$ cat config.mk
export PLATFORM = sky130hd
export DESIGN_NAME = periodic_and_oneshot_timer_table_core
export DESIGN_NICKNAME = d
export VERILOG_FILES = /design/src/hdl/tmt_pkg.sv /design/src/hdl/periodic_and_oneshot_timer_table_core.sv /design/src/hdl/tmt_ram.sv
export VERILOG_INCLUDE_DIRS = /design/src /design/src/hdl
export SDC_FILE = /design/constraint.sdc
export NUM_CORES = 2
export LEC_CHECK = 0
export ABC_AREA = 1
export BUFFER_PORTS_ARGS = -buffer_cell sky130_fd_sc_hd__buf_2
export CORE_MARGIN = 4
export CORE_UTILIZATION = 40
export CTS_CLUSTER_DIAMETER = 30
export CTS_CLUSTER_SIZE = 8
export DETAILED_ROUTE_END_ITERATION = 8
export PLACE_DENSITY = 0.65
export SLEW_MARGIN = 25
export SYNTH_ARGS = -nofsm -noshare
export SYNTH_HDL_FRONTEND = slang
export SYNTH_HIERARCHICAL = 1
export SYNTH_SLANG_ARGS = --single-unit
$ cat constraint.sdc
create_clock -name clk -period 11 [get_ports clk]
set_input_delay 2.2 -clock clk [delete_from_list [all_inputs] [get_ports clk]]
set_output_delay 2.2 -clock clk [all_outputs]
set_load 0.02 [all_outputs]
$ cat src/hdl/assert_macros.svh
`ifndef ASSERT_MACROS_SVH
`define ASSERT_MACROS_SVH

// boolean that must hold at every clock edge outside reset
`define ASSERT_ALWAYS(label, expr, msg) \
    label: assert property (@(posedge clk) disable iff (!rst_n) (expr)) else $error(msg);

// implication checked in the same cycle
`define ASSERT_IMPL(label, ante, cons, msg) \
    label: assert property (@(posedge clk) disable iff (!rst_n) (ante) |-> (cons)) \
        else $error(msg);

`endif

$ cat src/hdl/tmt_pkg.sv
`default_nettype none
package tmt_pkg;

    localparam int TIME_W       = 48;
    localparam int PERIOD_W     = 32;
    localparam int EXP_W        = 16;
    localparam int MPT_W        = 10;
    localparam int PROD_W       = EXP_W + MPT_W;
    localparam int REQ_W        = 2;
    localparam int KIND_W       = 3;
    localparam int SLOT_FIELD_W = 4;
    localparam int IN_DATA_W    = 56;
    localparam int OUT_DATA_W   = 8;

    localparam logic [MPT_W-1:0]  MPT_RESET = MPT_W'(10);
    localparam logic [TIME_W-1:0] TIME_MAX  = '1;

    typedef logic [REQ_W-1:0]  req_t;
    typedef logic [KIND_W-1:0] kind_t;

    localparam req_t REQ_TICK   = 2'd0;
    localparam req_t REQ_ADD    = 2'd1;
    localparam req_t REQ_CANCEL = 2'd2;

    localparam kind_t KIND_ADDED     = 3'd0;
    localparam kind_t KIND_FULL      = 3'd1;
    localparam kind_t KIND_FIRED     = 3'd2;
    localparam kind_t KIND_TICK_DONE = 3'd3;
    localparam kind_t KIND_CANCELLED = 3'd4;

    typedef enum logic [2:0] {
        ST_IDLE,
        ST_TICK_ADD,
        ST_SCAN,
        ST_TICK_DONE,
        ST_ADD_FIND,
        ST_ADD_WR,
        ST_CANCEL
    } state_t;

endpackage
`default_nettype wire

$ cat src/hdl/periodic_and_oneshot_timer_table_core.sv
`default_nettype none
`include "assert_macros.svh"
// Table of NUM_SLOTS tick-driven software timers. One item is taken at a time; s_axis_tready
// is high only while the sequencer is idle. An add walks the live bits one slot per cycle to
// find the lowest free slot. A tick first forms the expirations * ms_per_tick product as the
// item is taken, then updates the time, then scans the slot memory (one read per cycle while
// the output register is free), then sends the done item. Every fired slot and every closing
// item waits for the output register to be free, so a stalled master side holds the sequencer.
// Time and deadlines saturate at 2^48 - 1.
module periodic_and_oneshot_timer_table_core #(
    parameter int NUM_SLOTS = 16
) (
    input  logic                           clk,
    input  logic                           rst_n,
    input  logic                           cfg_we,
    input  logic [tmt_pkg::MPT_W-1:0]      cfg_wdata,      // ms_per_tick
    input  logic                           s_axis_tvalid,
    output logic                           s_axis_tready,
    // expirations[15:0], delay_ms[47:16], one_shot[48], slot_id[52:49], zero[55:53]
    input  logic [tmt_pkg::IN_DATA_W-1:0]  s_axis_tdata,
    input  logic [tmt_pkg::REQ_W-1:0]      s_axis_tuser,   // req_type[1:0]
    output logic                           m_axis_tvalid,
    input  logic                           m_axis_tready,
    // kind[2:0], slot[6:3], zero[7]
    output logic [tmt_pkg::OUT_DATA_W-1:0] m_axis_tdata,
    output logic                           m_axis_tlast    // last
);

    import tmt_pkg::*;

    localparam int IDX_W = $clog2(NUM_SLOTS);
    localparam logic [IDX_W-1:0] LAST_IDX = IDX_W'(NUM_SLOTS - 1);
    localparam int ENTRY_W = 1 + PERIOD_W + TIME_W;

    function automatic logic [TIME_W-1:0] sat_add(input logic [TIME_W-1:0] a,
                                                  input logic [TIME_W-1:0] b);
        logic [TIME_W:0] s;
        s = {1'b0, a} + {1'b0, b};
        return s[TIME_W] ? TIME_MAX : s[TIME_W-1:0];
    endfunction

    state_t               state_reg, state_next;
    logic [TIME_W-1:0]    now_reg, now_next;
    logic [MPT_W-1:0]     mpt_reg, mpt_next;
    logic [NUM_SLOTS-1:0] live_reg, live_next;
    logic                 out_valid_reg, out_valid_next;
    logic [PROD_W-1:0]    prod_reg, prod_next;
    logic [PERIOD_W-1:0]  delay_reg, delay_next;
    logic                 once_reg, once_next;
    logic [SLOT_FIELD_W-1:0] sid_reg, sid_next;
    logic [IDX_W-1:0]     idx_reg, idx_next;
    kind_t                out_kind_reg, out_kind_next;
    logic [SLOT_FIELD_W-1:0] out_slot_reg, out_slot_next;
    logic                 out_last_reg, out_last_next;

    logic [IDX_W-1:0]     rd_addr;
    logic                 ram_we;
    logic [ENTRY_W-1:0]   ram_wdata;
    logic [ENTRY_W-1:0]   rd_data;
    logic [TIME_W-1:0]    rd_deadline;
    logic [PERIOD_W-1:0]  rd_period;
    logic                 rd_once;
    logic [TIME_W-1:0]    add_b;
    logic [TIME_W-1:0]    sum_sat;
    logic                 fire;
    logic                 out_free;
    logic                 in_accept;
    logic                 emit;
    kind_t                emit_kind;
    logic [SLOT_FIELD_W-1:0] emit_slot;
    logic                 emit_last;

    tmt_ram #(
        .WIDTH (ENTRY_W),
        .DEPTH (NUM_SLOTS)
    ) u_slot_ram (
        .clk   (clk),
        .we    (ram_we),
        .waddr (idx_reg),
        .wdata (ram_wdata),
        .raddr (rd_addr),
        .rdata (rd_data)
    );

    assign rd_deadline = rd_data[TIME_W-1:0];
    assign rd_period   = rd_data[TIME_W +: PERIOD_W];
    assign rd_once     = rd_data[ENTRY_W-1];

    // shared saturating time adder
    always_comb
    begin
        case (state_reg)
            ST_TICK_ADD: add_b = TIME_W'(prod_reg);
            ST_ADD_WR:   add_b = TIME_W'(delay_reg);
            default:     add_b = TIME_W'(rd_period);
        endcase
    end

    assign sum_sat = sat_add(now_reg, add_b);

    assign fire          = live_reg[idx_reg] && (now_reg > rd_deadline);
    assign out_free      = !out_valid_reg || m_axis_tready;
    assign s_axis_tready = (state_reg == ST_IDLE);
    assign in_accept     = s_axis_tvalid && s_axis_tready;
    assign mpt_next      = cfg_we ? cfg_wdata : mpt_reg;

    always_comb
    begin
        state_next = state_reg;
        now_next   = now_reg;
        live_next  = live_reg;
        prod_next  = prod_reg;
        delay_next = delay_reg;
        once_next  = once_reg;
        sid_next   = sid_reg;
        idx_next   = idx_reg;
        rd_addr    = idx_reg;
        ram_we     = 1'b0;
        ram_wdata  = {rd_once, rd_period, sum_sat};
        emit       = 1'b0;
        emit_kind  = KIND_TICK_DONE;
        emit_slot  = '0;
        emit_last  = 1'b1;

        unique case (state_reg)
            ST_IDLE:
            begin
                if (in_accept)
                begin
                    prod_next  = PROD_W'(s_axis_tdata[EXP_W-1:0] * mpt_reg);
                    delay_next = s_axis_tdata[EXP_W +: PERIOD_W];
                    once_next  = s_axis_tdata[EXP_W + PERIOD_W];
                    sid_next   = s_axis_tdata[EXP_W + PERIOD_W + 1 +: SLOT_FIELD_W];
                    idx_next   = '0;
                    case (s_axis_tuser)
                        REQ_TICK:   state_next = ST_TICK_ADD;
                        REQ_ADD:    state_next = ST_ADD_FIND;
                        REQ_CANCEL: state_next = ST_CANCEL;
                        default:    state_next = ST_IDLE;
                    endcase
                end
            end
            ST_TICK_ADD:
            begin
                now_next   = sum_sat;
                rd_addr    = '0;
                state_next = ST_SCAN;
            end
            ST_SCAN:
            begin
                // memory data belongs to idx_reg; hold the read while a firing slot waits for a busy output
                if (!fire || out_free)
                begin
                    if (fire)
                    begin
                        emit      = 1'b1;
                        emit_kind = KIND_FIRED;
                        emit_slot = SLOT_FIELD_W'(idx_reg);
                        emit_last = 1'b0;
                        if (rd_once)
                        begin
                            live_next[idx_reg] = 1'b0;
                        end
                        else
                        begin
                            ram_we = 1'b1;
                        end
                    end
                    if (idx_reg == LAST_IDX)
                    begin
                        state_next = ST_TICK_DONE;
                    end
                    else
                    begin
                        idx_next = idx_reg + 1'b1;
                        rd_addr  = idx_reg + 1'b1;
                    end
                end
            end
            ST_TICK_DONE:
            begin
                if (out_free)
                begin
                    emit       = 1'b1;
                    emit_kind  = KIND_TICK_DONE;
                    state_next = ST_IDLE;
                end
            end
            ST_ADD_FIND:
            begin
                if (!live_reg[idx_reg])
                begin
                    state_next = ST_ADD_WR;
                end
                else if (idx_reg != LAST_IDX)
                begin
                    idx_next = idx_reg + 1'b1;
                end
                else if (out_free)
                begin
                    emit       = 1'b1;
                    emit_kind  = KIND_FULL;
                    state_next = ST_IDLE;
                end
            end
            ST_ADD_WR:
            begin
                if (out_free)
                begin
                    ram_we             = 1'b1;
                    ram_wdata          = {once_reg, delay_reg, sum_sat};
                    live_next[idx_reg] = 1'b1;
                    emit               = 1'b1;
                    emit_kind          = KIND_ADDED;
                    emit_slot          = SLOT_FIELD_W'(idx_reg);
                    state_next         = ST_IDLE;
                end
            end
            ST_CANCEL:
            begin
                if (out_free)
                begin
                    // out-of-range slot ids match no entry and leave the table alone
                    for (int i = 0; i < NUM_SLOTS; i++)
                    begin
                        if (i < (1 << SLOT_FIELD_W) && SLOT_FIELD_W'(i) == sid_reg)
                        begin
                            live_next[i] = 1'b0;
                        end
                    end
                    emit       = 1'b1;
                    emit_kind  = KIND_CANCELLED;
                    emit_slot  = sid_reg;
                    state_next = ST_IDLE;
                end
            end
            default:
            begin
                state_next = ST_IDLE;
            end
        endcase
    end

    assign out_valid_next = emit ? 1'b1 : (out_valid_reg && !m_axis_tready);
    assign out_kind_next  = emit ? emit_kind : out_kind_reg;
    assign out_slot_next  = emit ? emit_slot : out_slot_reg;
    assign out_last_next  = emit ? emit_last : out_last_reg;

    always_ff @(posedge clk or negedge rst_n)
    begin
        if (!rst_n)
        begin
            state_reg     <= ST_IDLE;
            now_reg       <= '0;
            mpt_reg       <= MPT_RESET;
            live_reg      <= '0;
            out_valid_reg <= 1'b0;
        end
        else
        begin
            state_reg     <= state_next;
            now_reg       <= now_next;
            mpt_reg       <= mpt_next;
            live_reg      <= live_next;
            out_valid_reg <= out_valid_next;
        end
    end

    always_ff @(posedge clk)
    begin
        prod_reg     <= prod_next;
        delay_reg    <= delay_next;
        once_reg     <= once_next;
        sid_reg      <= sid_next;
        idx_reg      <= idx_next;
        out_kind_reg <= out_kind_next;
        out_slot_reg <= out_slot_next;
        out_last_reg <= out_last_next;
    end

    assign m_axis_tvalid = out_valid_reg;
    assign m_axis_tdata  = OUT_DATA_W'({out_slot_reg, out_kind_reg});
    assign m_axis_tlast  = out_last_reg;

    `ASSERT_ALWAYS(a_now_monotonic, now_reg >= $past(now_reg), "time went backwards")
    `ASSERT_IMPL(a_add_slot_free, state_reg == ST_ADD_WR, !live_reg[idx_reg],
                 "add targets a live slot")
    `ASSERT_IMPL(a_fired_not_last, out_valid_reg && out_kind_reg == KIND_FIRED,
                 !out_last_reg, "fired item marked last")

endmodule
`default_nettype wire

$ cat src/hdl/tmt_ram.sv
`default_nettype none
module tmt_ram #(
    parameter int WIDTH = 8,
    parameter int DEPTH = 16
) (
    input  logic                     clk,
    input  logic                     we,
    input  logic [$clog2(DEPTH)-1:0] waddr,
    input  logic [WIDTH-1:0]         wdata,
    input  logic [$clog2(DEPTH)-1:0] raddr,
    output logic [WIDTH-1:0]         rdata
);

    logic [WIDTH-1:0] mem [DEPTH];
    logic [WIDTH-1:0] rdata_reg;

    always_ff @(posedge clk)
    begin
        if (we)
        begin
            mem[waddr] <= wdata;
        end
        rdata_reg <= mem[raddr];
    end

    assign rdata = rdata_reg;

endmodule
`default_nettype wire
==> flow_metrics.env <==
export IMPL_run_status="complete, no violations"
export IMPL_vdd_ir_drop_max_uv=598
export IMPL_ant_diodes=0
export IMPL_setup_worst_path_start="now_reg[39]"
export IMPL_critPathArrivalTime_ns=7.31
export IMPL_sequence_of_cells_on_the_critical_path="ha_1 -> nand2_1 -> nor2_1 -> nand2_1 -> nor2_1 -> nand2_1 -> nor2_1 -> nand2_1 -> nand3_1 -> nand3_2 -> inv_2 -> nand2_1 -> nand3_1 -> nand2_4 -> clkinv_8 -> buf_4 -> buf_4 -> nand3_1 -> nand3_1 -> nand3_1 -> nand2_1"
export IMPL_worst_hold_path_type="reg2reg"
export IMPL_max_cap_violations=0
export IMPL_synth_top_cell_by_area="sky130_fd_sc_hd__edfxtp_1"
export IMPL_standard_cell_core_area_um2=185000
export IMPL_pin_count_of_the_biggest_net_entering_global_routing=357
export IMPL_synth_ff_latch_count=1530
export IMPL_hold_viol=0
export IMPL_place_congestion=0.923
export IMPL_drt_pass1_iter_count=6
export IMPL_avgViaCountPerCell=5.04
export IMPL_synthArstFlopShare=0.0510
export IMPL_slew_headroom=0.109
export IMPL_path_buf_inv=4
export IMPL_yosys_cell_count_top_type="sky130_fd_sc_hd__nand2_1"
export IMPL_number_of_antenna_violations_at_the_first_check_in_global_routing=1
export IMPL_die_height_um=440
export IMPL_flip_flop_count_of_the_largest_register_all_copies_and_words_added=1296
export IMPL_p_leak_uw=0.0396
export IMPL_fillCellCount=16600
export IMPL_clockBufferDepth=4
export IMPL_post_route_period_util=0.590
export IMPL_crit_path_top_delay_cell="sky130_fd_sc_hd__buf_4"
export IMPL_slew_violations=0
export IMPL_synth_cell_area_um2=74600
export IMPL_root_buffer="sky130_fd_sc_hd__clkbuf_16"
export IMPL_setup_viol=0
export IMPL_cp_top_family="simple AND/OR/NAND/NOR gates"
export IMPL_post_route_cells_drive_above_1_share=0.0972
export IMPL_top_level_ports=84
export IMPL_final_tns_setup_ns=0
export IMPL_yosys_cell_types_count=56
export IMPL_min_period_ns=6.49
export IMPL_clk_latency_ns=0.90
export IMPL_routedWlPerCell_um=18.9
export IMPL_total_number_of_nets_in_the_final_design=8227
export IMPL_cts_num_sinks=1530
export IMPL_power_density_nw_per_um2=358
export IMPL_worst_slew_pin_transition_ns=1.34
export IMPL_tritoncts="done"
export IMPL_fraction_of_post_synthesis_cell_area_in_the_top_cell_type_by_area=0.552
export IMPL_syn_instance_count=7740
export IMPL_crit_path_frequent_cell="sky130_fd_sc_hd__nand2_1"
export IMPL_floorplan_rows=158
export IMPL_overflow=0
export IMPL_fp_dieW_um=440
export IMPL_cts_hold_repair_buffers=0
export IMPL_crit_path_max_fanout=163
export IMPL_post_cts_repair_setup_buffers=0
export IMPL_post_synth_main_area_contributors="sky130_fd_sc_hd__edfxtp_1 55%, sky130_fd_sc_hd__nand2_1 12%, sky130_fd_sc_hd__nand3_1 7.1%"
export IMPL_ys_warn_count=6
export IMPL_drt_wl_total_mm=201
export IMPL_start_kind="flop"
export IMPL_post_synth_cell_area_avg_um2=9.64
export IMPL_crit_path_end_kind="flop"
export IMPL_mappedNetlistNets=8071
export IMPL_route_detailed_drc=0
export IMPL_route_antenna_remaining_nets=0
export IMPL_io_buffer_count=79
export IMPL_initial_utilization=0.402
export IMPL_first_iter_violations=5079
export IMPL_multiInputGateArea_um2=22600
export IMPL_cts_buffers=337
export IMPL_yosys_top_cells_count="2,427 x sky130_fd_sc_hd__nand2_1, 1,400 x sky130_fd_sc_hd__inv_1, 1,371 x sky130_fd_sc_hd__edfxtp_1"
export IMPL_num_vias=53600
export IMPL_seq_area_frac_synth=0.600
export IMPL_synth_top_flop_cell="sky130_fd_sc_hd__edfxtp_1"
export IMPL_timing_critical_path_slowest_cell_delay_ns=0.87
export IMPL_area_overhead_of_the_layout_relative_to_synthesis_pct=18.2
export IMPL_total_area_of_sequential_cells_um2=44700
export IMPL_hpwl_mm=109
export IMPL_grt_use_total=0.205
export IMPL_cts_htree_levels=5
export IMPL_fp_dieArea_um2=194000
export IMPL_timing_clock_skew_ns=0.0815
export IMPL_clkTransAtPathRegs_ns=0.05
export IMPL_synth_edf_count=1371
export IMPL_grt_first_pass_wirelength_mm=306
export IMPL_grt_pass1_vias=52300
export IMPL_crit_required_ns=11.82
export IMPL_count_of_instances_resized_after_the_clock_tree_is_built=0
export IMPL_timing_rr_start="now_reg[39]"
export IMPL_critical_path_start_end_classification="reg2reg"
export IMPL_holdCritStartpoint="live_reg[9]"
export IMPL_worst_hold_slack_ns=0.466
export IMPL_setup_repair_after_global_routing_missed_its_margin="no"
export IMPL_maximum_frequency_from_static_timing_analysis_mhz=154
==> logic make-up (layout without fill, tap and decap cells) <==
logic type	count (synthesis)	in the layout	share of synthesized area
xor gates and xnor gates	43	43	0.00505
other	1	1	0.0000503
AOI/OAI and AO/OA	335	335	0.0246
adders and majority gates	258	258	0.0544
buffers and inverters	1766	2178	0.100
DFF	1530	1530	0.600
muxes	10	10	0.00151
and+or+nand+nor	3797	3797	0.215
==> placed cells by master, fill, tap and decap left out, drive strengths merged, types with 102 or more instances in the layout <==
cell type,count
o21ai,102
ha,147
clkinv,108
nand2,2434
clkbuf,414
inv,1417
buf,167
nor2,183
fa,111
a21oi,161
nand3,1087
edfxtp,1371
==> metal layers <==
layer	GRT usage	routed length [µm]	vias to the layer above
met5	0	0	-
met1	0.271	82500	25600
met2	0.340	96100	2244
met3	0.0325	16100	425
li1	-	-	25300
met4	0.0756	6210	0
==> final timing paths <==
path | to | slack, ns | cells past startpoint
worst max-delay path | u_slot_ram/rdata[65] | 4.51 | 21
worst min-delay path | live_reg[9] | 0.47 | 2
worst max register to register | u_slot_ram/rdata[65] | 4.51 | 21
worst min register to register | live_reg[9] | 0.47 | 2
max in group asynchronous | now_reg[43] | 8.47 | 2
min in group asynchronous | mpt_reg[2] | 1.22 | 1
==> where the power goes <==
part	internal [µW]	leakage, µW	switching (µW)	total (µW)
clock	6880	0.00548	3010	9890
sequential	8590	0.0138	286	8870
combinational	3540	0.0204	9290	12800
==> layout make-up <==
type                    instances  area share
well taps                    2480      0.0352
clock buffers                 414       0.103
inverters                    1416      0.0608
multi-input cells            4444       0.256
flip-flops and latches       1530       0.507
clock inverters               181      0.0247
repair buffers                167      0.0126
==> tightest hold or removal path, stage by stage (launching register included) <==
cell and delay (ns):
sky130_fd_sc_hd__dfrtp_1 0.33, sky130_fd_sc_hd__nand2_1 0.05, sky130_fd_sc_hd__nand2_1 0.05
==> per-stage QoR <==
step	util	total power, µW	worst slack (ns)	cell area (µm²)	cells
floorplan	-	18200	3.87	74600	7740
global placement	0.415	21500	3.84	76900	10000
detailed placement	0.415	21600	3.86	76900	10000
CTS	0.476	31700	4.64	88200	10600
global route	0.476	33600	4.31	88200	10600
finish	0.476	31600	4.51	88200	10600
(Power assumes the default switching activity.)
